--- src/rtl/trme_pkg.sv ---
// Package for the two-run merge engine: field widths, configuration register
// indexes, default parameter values and the packed transaction types.
// Used by the top level of the block and by the testbench; depends on nothing.
`default_nettype none

package trme_pkg;

  localparam int MEM_DEPTH_DEF   = 64;
  localparam int VALUE_WIDTH_DEF = 32;

  localparam int IDX_W      = 6;
  localparam int LEN_W      = 7;
  localparam int DATA_W     = 32;
  localparam int CFG_IDX_W  = 3;
  localparam int CFG_DATA_W = 7;
  localparam int CALC_W     = 8;

  typedef enum logic [CFG_IDX_W-1:0] {
    CFG_RUN1_START  = 3'd0,
    CFG_RUN1_LENGTH = 3'd1,
    CFG_RUN2_START  = 3'd2,
    CFG_RUN2_LENGTH = 3'd3,
    CFG_DEST_START  = 3'd4
  } cfg_reg_t;

  typedef enum logic {
    OP_LOAD  = 1'b0,
    OP_MERGE = 1'b1
  } opcode_t;

  typedef struct packed {
    logic                     opcode;
    logic [IDX_W-1:0]         load_index;
    logic signed [DATA_W-1:0] load_value;
  } in_item_t;

  typedef struct packed {
    logic [IDX_W-1:0]         dest_index;
    logic signed [DATA_W-1:0] out_value;
    logic                     last;
  } out_item_t;

endpackage

`default_nettype wire

--- src/rtl/trme_ram.sv ---
// Generic RAM with one write port and two read ports, read data registered.
// Used for the element store of the merge engine; depends on no package.
`default_nettype none

module trme_ram #(
  parameter int WIDTH = 32,
  parameter int DEPTH = 64,
  parameter int AW    = $clog2(DEPTH)
) (
  input  wire logic             clk,
  input  wire logic             we,
  input  wire logic [AW-1:0]    waddr,
  input  wire logic [WIDTH-1:0] wdata,
  input  wire logic [AW-1:0]    raddr_a,
  input  wire logic [AW-1:0]    raddr_b,
  output logic      [WIDTH-1:0] rdata_a,
  output logic      [WIDTH-1:0] rdata_b
);

  logic [WIDTH-1:0] mem_r [DEPTH];

  always_ff @(posedge clk) begin
    if (we) begin
      mem_r[waddr] <= wdata;
    end
    rdata_a <= mem_r[raddr_a];
    rdata_b <= mem_r[raddr_b];
  end

endmodule

`default_nettype wire

--- src/rtl/two_run_merge_engine_unit.sv ---
// Top level of the two-run merge engine: configuration registers, merge
// sequencer and output register. Depends on trme_pkg and trme_ram.
//
// Usage. A transaction is accepted at a rising edge with start high and busy
// low. A load transaction writes load_value into the element store at
// load_index in that cycle and returns nothing; busy stays low, so loads can
// follow one per cycle. A merge transaction walks the two runs set by the
// configuration registers and returns one result per merged element, one per
// cycle, each shown on out_item for exactly one cycle with out_valid high.
// The last result carries last set; an empty merge returns nothing.
// After a merge is accepted, busy stays high through a preparation state,
// which reduces dest_start below MEM_DEPTH (nothing to do at the default
// depth), and then, unless the merge is empty, through the merge state. The
// rate of one result per cycle is set by the single head compare and the two
// read ports of the store, which prefetch both run heads every cycle. The
// receiver cannot stall; results are never held back. Configuration is to be
// written through cfg_we, cfg_index and cfg_wdata only while the block is
// idle by the user; the block itself does not enforce it. Reset clears the
// configuration registers and the sequencer; the store is not cleared.
`default_nettype none

module two_run_merge_engine_unit #(
  parameter int MEM_DEPTH   = trme_pkg::MEM_DEPTH_DEF,
  parameter int VALUE_WIDTH = trme_pkg::VALUE_WIDTH_DEF
) (
  input  wire logic                                  clk,
  input  wire logic                                  rst_n,
  input  wire logic                                  start,
  output logic                                       busy,
  input  wire trme_pkg::in_item_t                    in_item,
  output logic                                       out_valid,
  output trme_pkg::out_item_t                        out_item,
  input  wire logic                                  cfg_we,
  input  wire logic [trme_pkg::CFG_IDX_W-1:0]        cfg_index,
  input  wire logic [trme_pkg::CFG_DATA_W-1:0]       cfg_wdata
);

  import trme_pkg::*;

  localparam int AW = $clog2(MEM_DEPTH);
  localparam int CW = $clog2(MEM_DEPTH + 1);

  typedef enum logic [2:0] {
    ST_IDLE  = 3'b001,
    ST_PREP  = 3'b010,
    ST_MERGE = 3'b100
  } state_t;

  state_t state_r, state_nxt;

  logic [IDX_W-1:0] run1_start_r, run2_start_r, dest_start_r;
  logic [LEN_W-1:0] run1_length_r, run2_length_r;

  logic [CW-1:0]    a_r, a_nxt, b_r, b_nxt, ea_r, ea_nxt, eb_r, eb_nxt;
  logic [CW-1:0]    rem_r, rem_nxt;
  logic [IDX_W-1:0] d_r, d_nxt;

  logic      out_valid_r, out_valid_nxt;
  out_item_t out_item_r, out_item_nxt;

  logic                   accept;
  logic                   ram_we;
  logic [VALUE_WIDTH-1:0] rd_a, rd_b, pick;
  logic                   a_left, b_left, take_a;

  logic [CALC_W-1:0] depth_c, s1_c, s2_c, l1_c, l2_c, sum_c, tot_c;
  logic [LEN_W:0]    d_inc;

  assign busy   = (state_r != ST_IDLE);
  assign accept = start && !busy;
  assign ram_we = accept && (in_item.opcode == OP_LOAD) &&
                  ({1'b0, in_item.load_index} < (IDX_W + 1)'(MEM_DEPTH));

  trme_ram #(
    .WIDTH(VALUE_WIDTH),
    .DEPTH(MEM_DEPTH)
  ) u_store (
    .clk    (clk),
    .we     (ram_we),
    .waddr  (in_item.load_index[AW-1:0]),
    .wdata  (VALUE_WIDTH'(in_item.load_value)),
    .raddr_a(a_nxt[AW-1:0]),
    .raddr_b(b_nxt[AW-1:0]),
    .rdata_a(rd_a),
    .rdata_b(rd_b)
  );

  always_ff @(posedge clk) begin
    if (!rst_n) begin
      run1_start_r  <= '0;
      run1_length_r <= '0;
      run2_start_r  <= '0;
      run2_length_r <= '0;
      dest_start_r  <= '0;
    end else if (cfg_we) begin
      unique case (cfg_index)
        CFG_RUN1_START:  run1_start_r  <= cfg_wdata[IDX_W-1:0];
        CFG_RUN1_LENGTH: run1_length_r <= cfg_wdata;
        CFG_RUN2_START:  run2_start_r  <= cfg_wdata[IDX_W-1:0];
        CFG_RUN2_LENGTH: run2_length_r <= cfg_wdata;
        CFG_DEST_START:  dest_start_r  <= cfg_wdata[IDX_W-1:0];
        default: begin
        end
      endcase
    end
  end

  // Runs are clamped to the end of the store and the total is capped at the
  // depth when a merge is accepted.
  always_comb begin
    depth_c = CALC_W'(MEM_DEPTH);
    s1_c    = CALC_W'(run1_start_r);
    s2_c    = CALC_W'(run2_start_r);
    if (s1_c >= depth_c) begin
      l1_c = '0;
    end else if (CALC_W'(run1_length_r) > depth_c - s1_c) begin
      l1_c = depth_c - s1_c;
    end else begin
      l1_c = CALC_W'(run1_length_r);
    end
    if (s2_c >= depth_c) begin
      l2_c = '0;
    end else if (CALC_W'(run2_length_r) > depth_c - s2_c) begin
      l2_c = depth_c - s2_c;
    end else begin
      l2_c = CALC_W'(run2_length_r);
    end
    sum_c = l1_c + l2_c;
    tot_c = (sum_c > depth_c) ? depth_c : sum_c;
  end

  assign a_left = (a_r < ea_r);
  assign b_left = (b_r < eb_r);
  assign take_a = a_left && (!b_left || ($signed(rd_a) < $signed(rd_b)));
  assign pick   = take_a ? rd_a : rd_b;
  assign d_inc  = {1'b0, d_r} + (IDX_W + 1)'(1);

  always_comb begin
    state_nxt     = state_r;
    a_nxt         = a_r;
    b_nxt         = b_r;
    ea_nxt        = ea_r;
    eb_nxt        = eb_r;
    rem_nxt       = rem_r;
    d_nxt         = d_r;
    out_valid_nxt = 1'b0;
    out_item_nxt  = out_item_r;
    unique case (state_r)
      ST_IDLE: begin
        if (accept && (in_item.opcode == OP_MERGE)) begin
          a_nxt     = (s1_c >= depth_c) ? '0 : CW'(s1_c);
          b_nxt     = (s2_c >= depth_c) ? '0 : CW'(s2_c);
          ea_nxt    = CW'(((s1_c >= depth_c) ? '0 : s1_c) + l1_c);
          eb_nxt    = CW'(((s2_c >= depth_c) ? '0 : s2_c) + l2_c);
          rem_nxt   = CW'(tot_c);
          d_nxt     = dest_start_r;
          state_nxt = ST_PREP;
        end
      end
      ST_PREP: begin
        if ({1'b0, d_r} >= (IDX_W + 1)'(MEM_DEPTH)) begin
          d_nxt = IDX_W'({1'b0, d_r} - (IDX_W + 1)'(MEM_DEPTH));
        end else if (rem_r == '0) begin
          state_nxt = ST_IDLE;
        end else begin
          state_nxt = ST_MERGE;
        end
      end
      ST_MERGE: begin
        out_valid_nxt           = 1'b1;
        out_item_nxt.dest_index = d_r;
        out_item_nxt.out_value  = DATA_W'($signed(pick));
        out_item_nxt.last       = (rem_r == CW'(1));
        if (take_a) begin
          a_nxt = a_r + CW'(1);
        end else begin
          b_nxt = b_r + CW'(1);
        end
        d_nxt   = (d_inc == (IDX_W + 1)'(MEM_DEPTH)) ? '0 : IDX_W'(d_inc);
        rem_nxt = rem_r - CW'(1);
        if (rem_r == CW'(1)) begin
          state_nxt = ST_IDLE;
        end
      end
      default: begin
        state_nxt = ST_IDLE;
      end
    endcase
  end

  always_ff @(posedge clk) begin
    if (!rst_n) begin
      state_r     <= ST_IDLE;
      out_valid_r <= 1'b0;
      rem_r       <= '0;
    end else begin
      state_r     <= state_nxt;
      out_valid_r <= out_valid_nxt;
      rem_r       <= rem_nxt;
    end
  end

  always_ff @(posedge clk) begin
    a_r        <= a_nxt;
    b_r        <= b_nxt;
    ea_r       <= ea_nxt;
    eb_r       <= eb_nxt;
    d_r        <= d_nxt;
    out_item_r <= out_item_nxt;
  end

  assign out_valid = out_valid_r;
  assign out_item  = out_item_r;

  a_result_from_merge: assert property (@(posedge clk) disable iff (!rst_n)
    out_valid_r |-> $past(state_r == ST_MERGE))
    else $error("A result transaction appeared without a merge step.");

  a_last_ends_merge: assert property (@(posedge clk) disable iff (!rst_n)
    (out_valid_r && out_item_r.last) |-> (state_r == ST_IDLE))
    else $error("The sequencer kept merging after the last result.");

  a_merge_has_work: assert property (@(posedge clk) disable iff (!rst_n)
    (state_r == ST_MERGE) |-> (rem_r != '0) && (a_left || b_left))
    else $error("A merge step ran with no element left.");

  a_ptr_bounds: assert property (@(posedge clk) disable iff (!rst_n)
    (state_r == ST_MERGE) |-> (a_r <= ea_r) && (b_r <= eb_r))
    else $error("A run pointer passed the end of its run.");

endmodule

`default_nettype wire

--- config.mk ---
export PLATFORM = sky130hd
export DESIGN_NAME = two_run_merge_engine_unit
export DESIGN_NICKNAME = d
export VERILOG_FILES = /design/src/rtl/trme_pkg.sv /design/src/rtl/trme_ram.sv /design/src/rtl/two_run_merge_engine_unit.sv
export SDC_FILE = /design/constraint.sdc
export NUM_CORES = 2
export LEC_CHECK = 0
export ABC_CLOCK_PERIOD_IN_PS = 5650
export BUFFER_PORTS_ARGS = -buffer_cell sky130_fd_sc_hd__buf_4
export CAP_MARGIN = 20
export CORE_MARGIN = 2
export CORE_UTILIZATION = 36
export CTS_BUF_LIST = sky130_fd_sc_hd__clkbuf_8 sky130_fd_sc_hd__clkbuf_16
export DETAILED_ROUTE_END_ITERATION = 7
export PLACE_DENSITY_LB_ADDON = 0.2
export SKIP_CTS_REPAIR_TIMING = 1
export SLEW_MARGIN = 20
export SYNTH_ARGS = -nofsm -noshare
export SYNTH_HDL_FRONTEND = slang
export SYNTH_SLANG_ARGS = --single-unit
--- constraint.sdc ---
create_clock -name clk -period 5.65 [get_ports clk]
set_input_delay 1.13 -clock clk [delete_from_list [all_inputs] [get_ports clk]]
set_output_delay 1.13 -clock clk [all_outputs]
set_load 0.03 [all_outputs]
== Word-level counts from Yosys, hierarchy flattened ==
Memories as Yosys holds them, arrays and structs flattened. A register that Yosys moved wholly into a read port is not among the register bits.
Index checks and enable logic that the tools add are counted.

* Flip-flop bits (word level): 116
* Memory bits (writable): 2048
* Input bits: 53
* Output and inout port bits: 41
* Word-level logic and storage cells: 97
* Memories: 1

{| class="wikitable"
|+ Memory list
! name !! depth !! bits a word !! read ports !! clocked after memory_dff !! write ports !! line !! RTL
|-
| u_store.mem_r || 64 || 32 || 2 || 2 || 1 || trme_ram.sv:20 || <nowiki>logic [WIDTH-1:0] mem_r [DEPTH];</nowiki>
|}

* Add/subtract/negate cells: 9
* Magnitude comparators: 8
* Eq/ne operators: 14
* Multiplexer cells: 26
* Bitwise operators: 1
* Reduce and logical (&&, ||, !) cells: 20

{| class="wikitable"
|+ Operator list
! cell !! number
|-
| $mux W7 || 6
|-
| $pmux W7 S2 || 3
|-
| $mux W6 || 6
|-
| $lt A32 B32 Y1 || 1
|-
| $mux W32 || 1
|-
| $gt A7 B8 Y1 || 2
|-
| $mux W8 || 2
|-
| $reduce_and A2 Y1 || 8
|-
| $sub A7 B6 Y8 const A || 2
|-
| $add A6 B7 Y7 || 2
|-
| $add A7 B1 Y7 const B || 2
|-
| $ge A6 B7 Y1 const B || 2
|-
| $lt A7 B7 Y1 || 2
|-
| $pmux W6 S2 || 1
|-
| $eq A3 B2 Y1 const B || 3
|-
| $mux W3 || 3
|-
| $pmux W3 S3 || 1
|-
| $add A8 B8 Y8 || 1
|-
| $gt A8 B7 Y1 const B || 1
|-
| $ne A2 B2 Y1 const B || 4
|-
| $add A6 B1 Y7 const B || 1
|-
| $eq A7 B1 Y1 const B || 1
|-
| $eq A7 B7 Y1 const B || 1
|-
| $logic_not A7 Y1 || 1
|-
| 12 further kinds || 21
|}

== Depth between registers and ports, before layout ==
* Depth in word-level cells: 8
* Gate-level depth with buffers: 26
* Gate-level depth less buffers: 26

== Modules after synthesis ==
Synthesis repeated with hierarchy kept, for this count alone.

* Cells, all modules: 5157
* Area, all modules: 102757.3 sq um

{| class="wikitable"
|+ Modules (own cells, without submodules)
! module !! instances !! cells an instance !! area an instance (sq um) !! sequential area each (sq um)
|-
| trme_ram || 1 || 4412 || 95660.5 || 62780.2
|-
| two_run_merge_engine_unit || 1 || 745 || 7096.8 || 2932.8
|}

== Least setup slack after synthesis ==
Ideal clock, no wire load.

* Path kind: reg2reg
* From: register run1_start_r[1]
* To: register rem_r[0]
* Library setup time: 123 ps
* Arrival time: 4453 ps
* Data required time: 5527 ps
* Path slack: 1074 ps
* Stages on the path, launching flop included: 26
* Buffers on the path: 0
* Period minus slack after synthesis: 4576 ps
* Cell sequence: dfxtp_1 inv_1 ha_1 inv_1 ha_1 nor2b_1 o21ai_0 nand2b_1 a21oi_1 nor2b_1 o21ai_0 nand2b_1 a21oi_1 a41oi_1 o21ai_0 ha_1 fa_1 a21o_1 a21oi_1 o21bai_1 a21oi_1 xnor2_1 o31ai_1 and3_1 a221oi_1 nor2b_1

* Word-level cells in the longest chain between the ends: 8

{| class="wikitable"
|+ Ends and longest elaborated chain
! item !! line !! RTL
|-
| start: declaration || two_run_merge_engine_unit.sv:51 || <nowiki>logic [IDX_W-1:0] run1_start_r, run2_start_r, dest_start_r;</nowiki>
|-
| start signal: assignment || two_run_merge_engine_unit.sv:97 || <nowiki>CFG_RUN1_START: run1_start_r <= cfg_wdata[IDX_W-1:0];</nowiki>
|-
| $sub A7 B6 Y8 * || two_run_merge_engine_unit.sv:116, two_run_merge_engine_unit.sv:117 ||
|-
| $gt A7 B8 Y1 || two_run_merge_engine_unit.sv:116 || <nowiki>end else if (CALC_W'(run1_length_r) > depth_c - s1_c) begin</nowiki>
|-
| $mux W8 * || two_run_merge_engine_unit.sv:116 ||
|-
| $add A8 B8 Y8 * || two_run_merge_engine_unit.sv:128 || <nowiki>sum_c = l1_c + l2_c;</nowiki>
|-
| $gt A8 B7 Y1 || two_run_merge_engine_unit.sv:129 || <nowiki>tot_c = (sum_c > depth_c) ? depth_c : sum_c;</nowiki>
|-
| $mux W7 * || two_run_merge_engine_unit.sv:129 ||
|-
| $mux W7 * || two_run_merge_engine_unit.sv:150 || <nowiki>if (accept && (in_item.opcode == OP_MERGE)) begin</nowiki>
|-
| $pmux W7 S2 * || two_run_merge_engine_unit.sv:148 || <nowiki>unique case (state_r)</nowiki>
|-
| end signal: assignment || two_run_merge_engine_unit.sv:199 || <nowiki>rem_r <= rem_nxt;</nowiki>
|-
| end: declaration || two_run_merge_engine_unit.sv:55 || <nowiki>logic [CW-1:0] rem_r, rem_nxt;</nowiki>
|}

Every way passes the cells marked *; elsewhere a longest branch is shown, timed or not. The select of a mux whose other input is x is not followed.
A chain may end at the register's enable or synchronous reset.

== Worst setup path after layout ==
* From: register u_store.rdata_b[10], read port of u_store.mem_r
* To: register u_store.rdata_a[6], read port of u_store.mem_r

* Word-level cells in the longest chain between the ends: 5

{| class="wikitable"
|+ Ends and longest elaborated chain
! item !! line !! RTL
|-
| start: declaration || trme_ram.sv:17 || <nowiki>output logic [WIDTH-1:0] rdata_b</nowiki>
|-
| $lt A32 B32 Y1 || two_run_merge_engine_unit.sv:134 || <nowiki>assign take_a = a_left && (!b_left || ($signed(rd_a) < $signed(rd_b)));</nowiki>
|-
| $logic_or A1 B1 Y1 || two_run_merge_engine_unit.sv:134 ||
|-
| $logic_and A1 B1 Y1 || two_run_merge_engine_unit.sv:134 ||
|-
| $mux W7 || two_run_merge_engine_unit.sv:174 || <nowiki>if (take_a) begin</nowiki>
|-
| $pmux W7 S2 || two_run_merge_engine_unit.sv:148 ||
|-
| end: declaration || trme_ram.sv:16 || <nowiki>output logic [WIDTH-1:0] rdata_a,</nowiki>
|}

Every way passes these cells. The select of a mux whose other input is x is not followed.

==> metrics.yaml <==
status: "finished, violations left"
violations: "setup timing"
whs_path_depth: 2
drt_iter0_markers: 13750
setup.worst_path.end_class: "flop"
reg2reg_from: "u_store.rdata_b[10]"
syn_area_mm2: 0.1070
numCtsBuffers: 241
fin_ws_ns: -0.02336
grt_max_degree: 91
cp-start-kind: "flop"
instances_no_fill: 13780
synth_ff_type: "edfxtp_1"
async_reset_ff_share_pct: 0
wirelength_mm: 491.5
viasPerCell: 6.403
clk_pin_slew_ns: 0.06
ys_types: 93
finalHoldViolations: 0
die_y_um: 549.1
finalPower_uw: 56820
wire_per_inst_um: 35.68
synthToLayoutAreaGrowth_pct: 19.29
worst_r2r_endpoint: "u_store.rdata_a[6]"
numClockSinks: 2228
setup_violations: 1
crit_path_start: "u_store.rdata_b[10]"
finalNetCount: 9743
criticalPathCategory: "reg2reg"
period_needed_ns: 5.673
core_mm2: 0.2963
ys_ff_latch: 2228
cts_tree: "done"
place_area_mm2: 0.1194
critical_path_required_ns: 6.41
place_congestion: 0.9449
synth_top_area_cell: "edfxtp_1"
cts-root-buf: "clkbuf_16"
ys_seq_area_share_pct: 61.43
clockBufferDepth: 3
synth_top_area_share_pct: 59.20
synth_area_leaders: "edfxtp_1 59%, nand2_1 7.9%, mux2i_1 5.3%, a211oi_1 2.5%, a311oi_1 2.5%"
hpwl_mm: 308.8
syn-num-nets: 9316
antenna_found_initial: 30
dieArea_mm2: 0.3015
syn_area_per_cell_um2: 11.66
dr_total_vias: 88200
fp.dieW_um: 549.1
worst_pin_slew_ns: 1.125
synth_edf_count: 2109
r2r_setup_slack_ns: -0.02
grt_pass1_wl_mm: 670.1
worst-path-max-fanout: 15
slew_viol_final: 0
io_pins: 94
stdcell_area_mm2: 0.1276
htree_levels: 4
power.leakage_uw: 0.04427
hold_start: "run2_length_r[0]"
place_inst: 13290
drive_above_1_share_pct: 15.67
start_util_pct: 36.10
peakVddDrop_mv: 0.3863
clkLatencyLatePin_ns: 0.93
cap_violations: 0
power-per-cell-area_mw_per_mm2: 445.3
synth.most_common_cell: "nand2_1"
reg2reg_depth: 18
grt_pass1_vias: 83380
synthCells: 9177
holdPathEnd: "run2_length_r[0]"
placementRows: 200
rsz0062_at_grt: "false"
fmax_mhz: 176.3
yosysWarnings: 0
worst_clock_skew_ns: 0.05743
postRouteAntennaNets: 0
firstDrtPassIters: 8
grt_usage_pct: 31.66
synth_common_cells: "2255 x nand2_1, 2109 x edfxtp_1, 562 x mux2i_1, 520 x nand3_1, 473 x clkbuf_1"
hold_path.class: "reg2reg"
arrival_ns: 6.43
grt.overflow.total: 0
drc: 0
max_slew_margin_pct: 24.82
port_buffers: 93
period_share_pct: 100.4
-- state kept, by name (all words and copies together), names as in the netlist --
name	flops
u_store.mem_r	2048
out_item	39
u_store.rdata_a	32
u_store.rdata_b	32
a_r	7
b_r	7
ea_r	7
eb_r	7
rem_r	7
run1_length_r	7
run2_length_r	7
d_r	6
dest_start_r	6
run1_start_r	6
run2_start_r	6
state_r	3
out_valid	1
-- critical path, cell delays in order, from the launching register on --
cell and delay (ns):
dfxtp_1 0.30, inv_1 0.05, ha_1 0.37, a21o_1 0.20, a221o_1 0.49, a2111oi_4 0.50
nor2_2 0.11, or4_4 0.60, a21oi_2 0.22, buf_4 0.17, o221ai_4 0.16, buf_12 0.21
and2_4 0.31, buf_4 0.23, a32oi_1 0.16, nand3_1 0.12, a2111oi_1 0.46, buf_4 0.23
nor4b_4 0.56
-- layout make-up --
cell class | count | area [µm²]
clock inverter | 202 | 1673
multi-input combinational | 6092 | 38650
antenna | 15 | 37.54
timing repair buffer | 956 | 9950
fill | 27350 | 168700
tap | 3939 | 4928
clock buffer | 258 | 6287
inverter | 85 | 369.1
sequential | 2228 | 65710
-- per-layer routing --
| layer | share of wire, % | vias up | global-route usage, % | wire [µm] |
|---|---|---|---|---|
| met4 | 7.9 | 18 | 21.63 | 38820 |
| met5 | 0.024 | - | 0 | 119 |
| met2 | 44 | 6117 | 48.25 | 215800 |
| li1 | - | 36150 | - | - |
| met1 | 38 | 44530 | 40.71 | 185000 |
| met3 | 11 | 1381 | 6.230 | 51730 |
-- worst max-delay path by stage --
stage / endpoint / slack [ns]
after floorplan: rem_r[0] / 1.07
after global placement: u_store.rdata_a[31] / -0.92
after detailed placement: u_store.rdata_a[17] / -0.90
after CTS: u_store.rdata_a[17] / -0.96
after global routing: u_store.rdata_a[12] / 0.006
final: u_store.rdata_a[6] / -0.02
-- through the flow --
step / utilization (%) / setup WS, ns / TNS [ns] / hold WS, ns
2_1_floorplan: - / 1.074 / 0 / 0.4434
3_3_place_gp: 40.29 / -0.9164 / -8.880 / 0.4592
3_5_place_dp: 40.29 / -0.8989 / -9.904 / 0.4682
4_1_cts: 42.98 / -0.9625 / -11.88 / 0.4396
5_1_grt: 43.06 / 0.006326 / 0 / 0.4941
6_report: 43.07 / -0.02336 / -0.02336 / 0.4729
-- cell usage in the layout, fill, tap and decap left out, drive strengths merged, types with 15 or more instances in the layout --
cell type / instances
a2111oi: 34
a211oi: 354
a21o: 20
a21oi: 155
a221oi: 97
a22oi: 48
a311oi: 302
a31oi: 172
a32o: 48
a32oi: 196
and2: 15
and3: 363
buf: 956
bufinv: 20
clkbuf: 258
clkinv: 117
dfxtp: 119
diode: 15
edfxtp: 2109
ha: 83
inv: 141
mux2i: 562
mux4: 52
nand2: 2257
nand3: 521
nand4: 58
nor2: 140
nor2b: 40
nor3: 121
nor4b: 31
o2111ai: 17
o211ai: 27
o21ai: 109
o22ai: 24
o32ai: 32
xnor2: 19
-- cells by family after synthesis --
logic type,after synthesis,synth area share [%]
muxes,621,6.427
and+or+nand+nor,3613,15.11
buffers and inverters,857,3.294
DFF,2228,61.43
xor gates and xnor gates,31,0.2538
AOI/OAI and AO/OA,1741,12.45
adders and majority gates,86,1.027
-- power breakdown --
part | switching, µW | total (µW) | leakage (µW) | internal (µW)
registers | 147 | 18500 | 0.0200 | 18400
logic | 14500 | 22300 | 0.0202 | 7880
clock network | 7050 | 16000 | 0.00410 | 8930
total | 21600 | 56800 | 0.0443 | 35200
No activity file was read; power rests on OpenSTA's default activity.
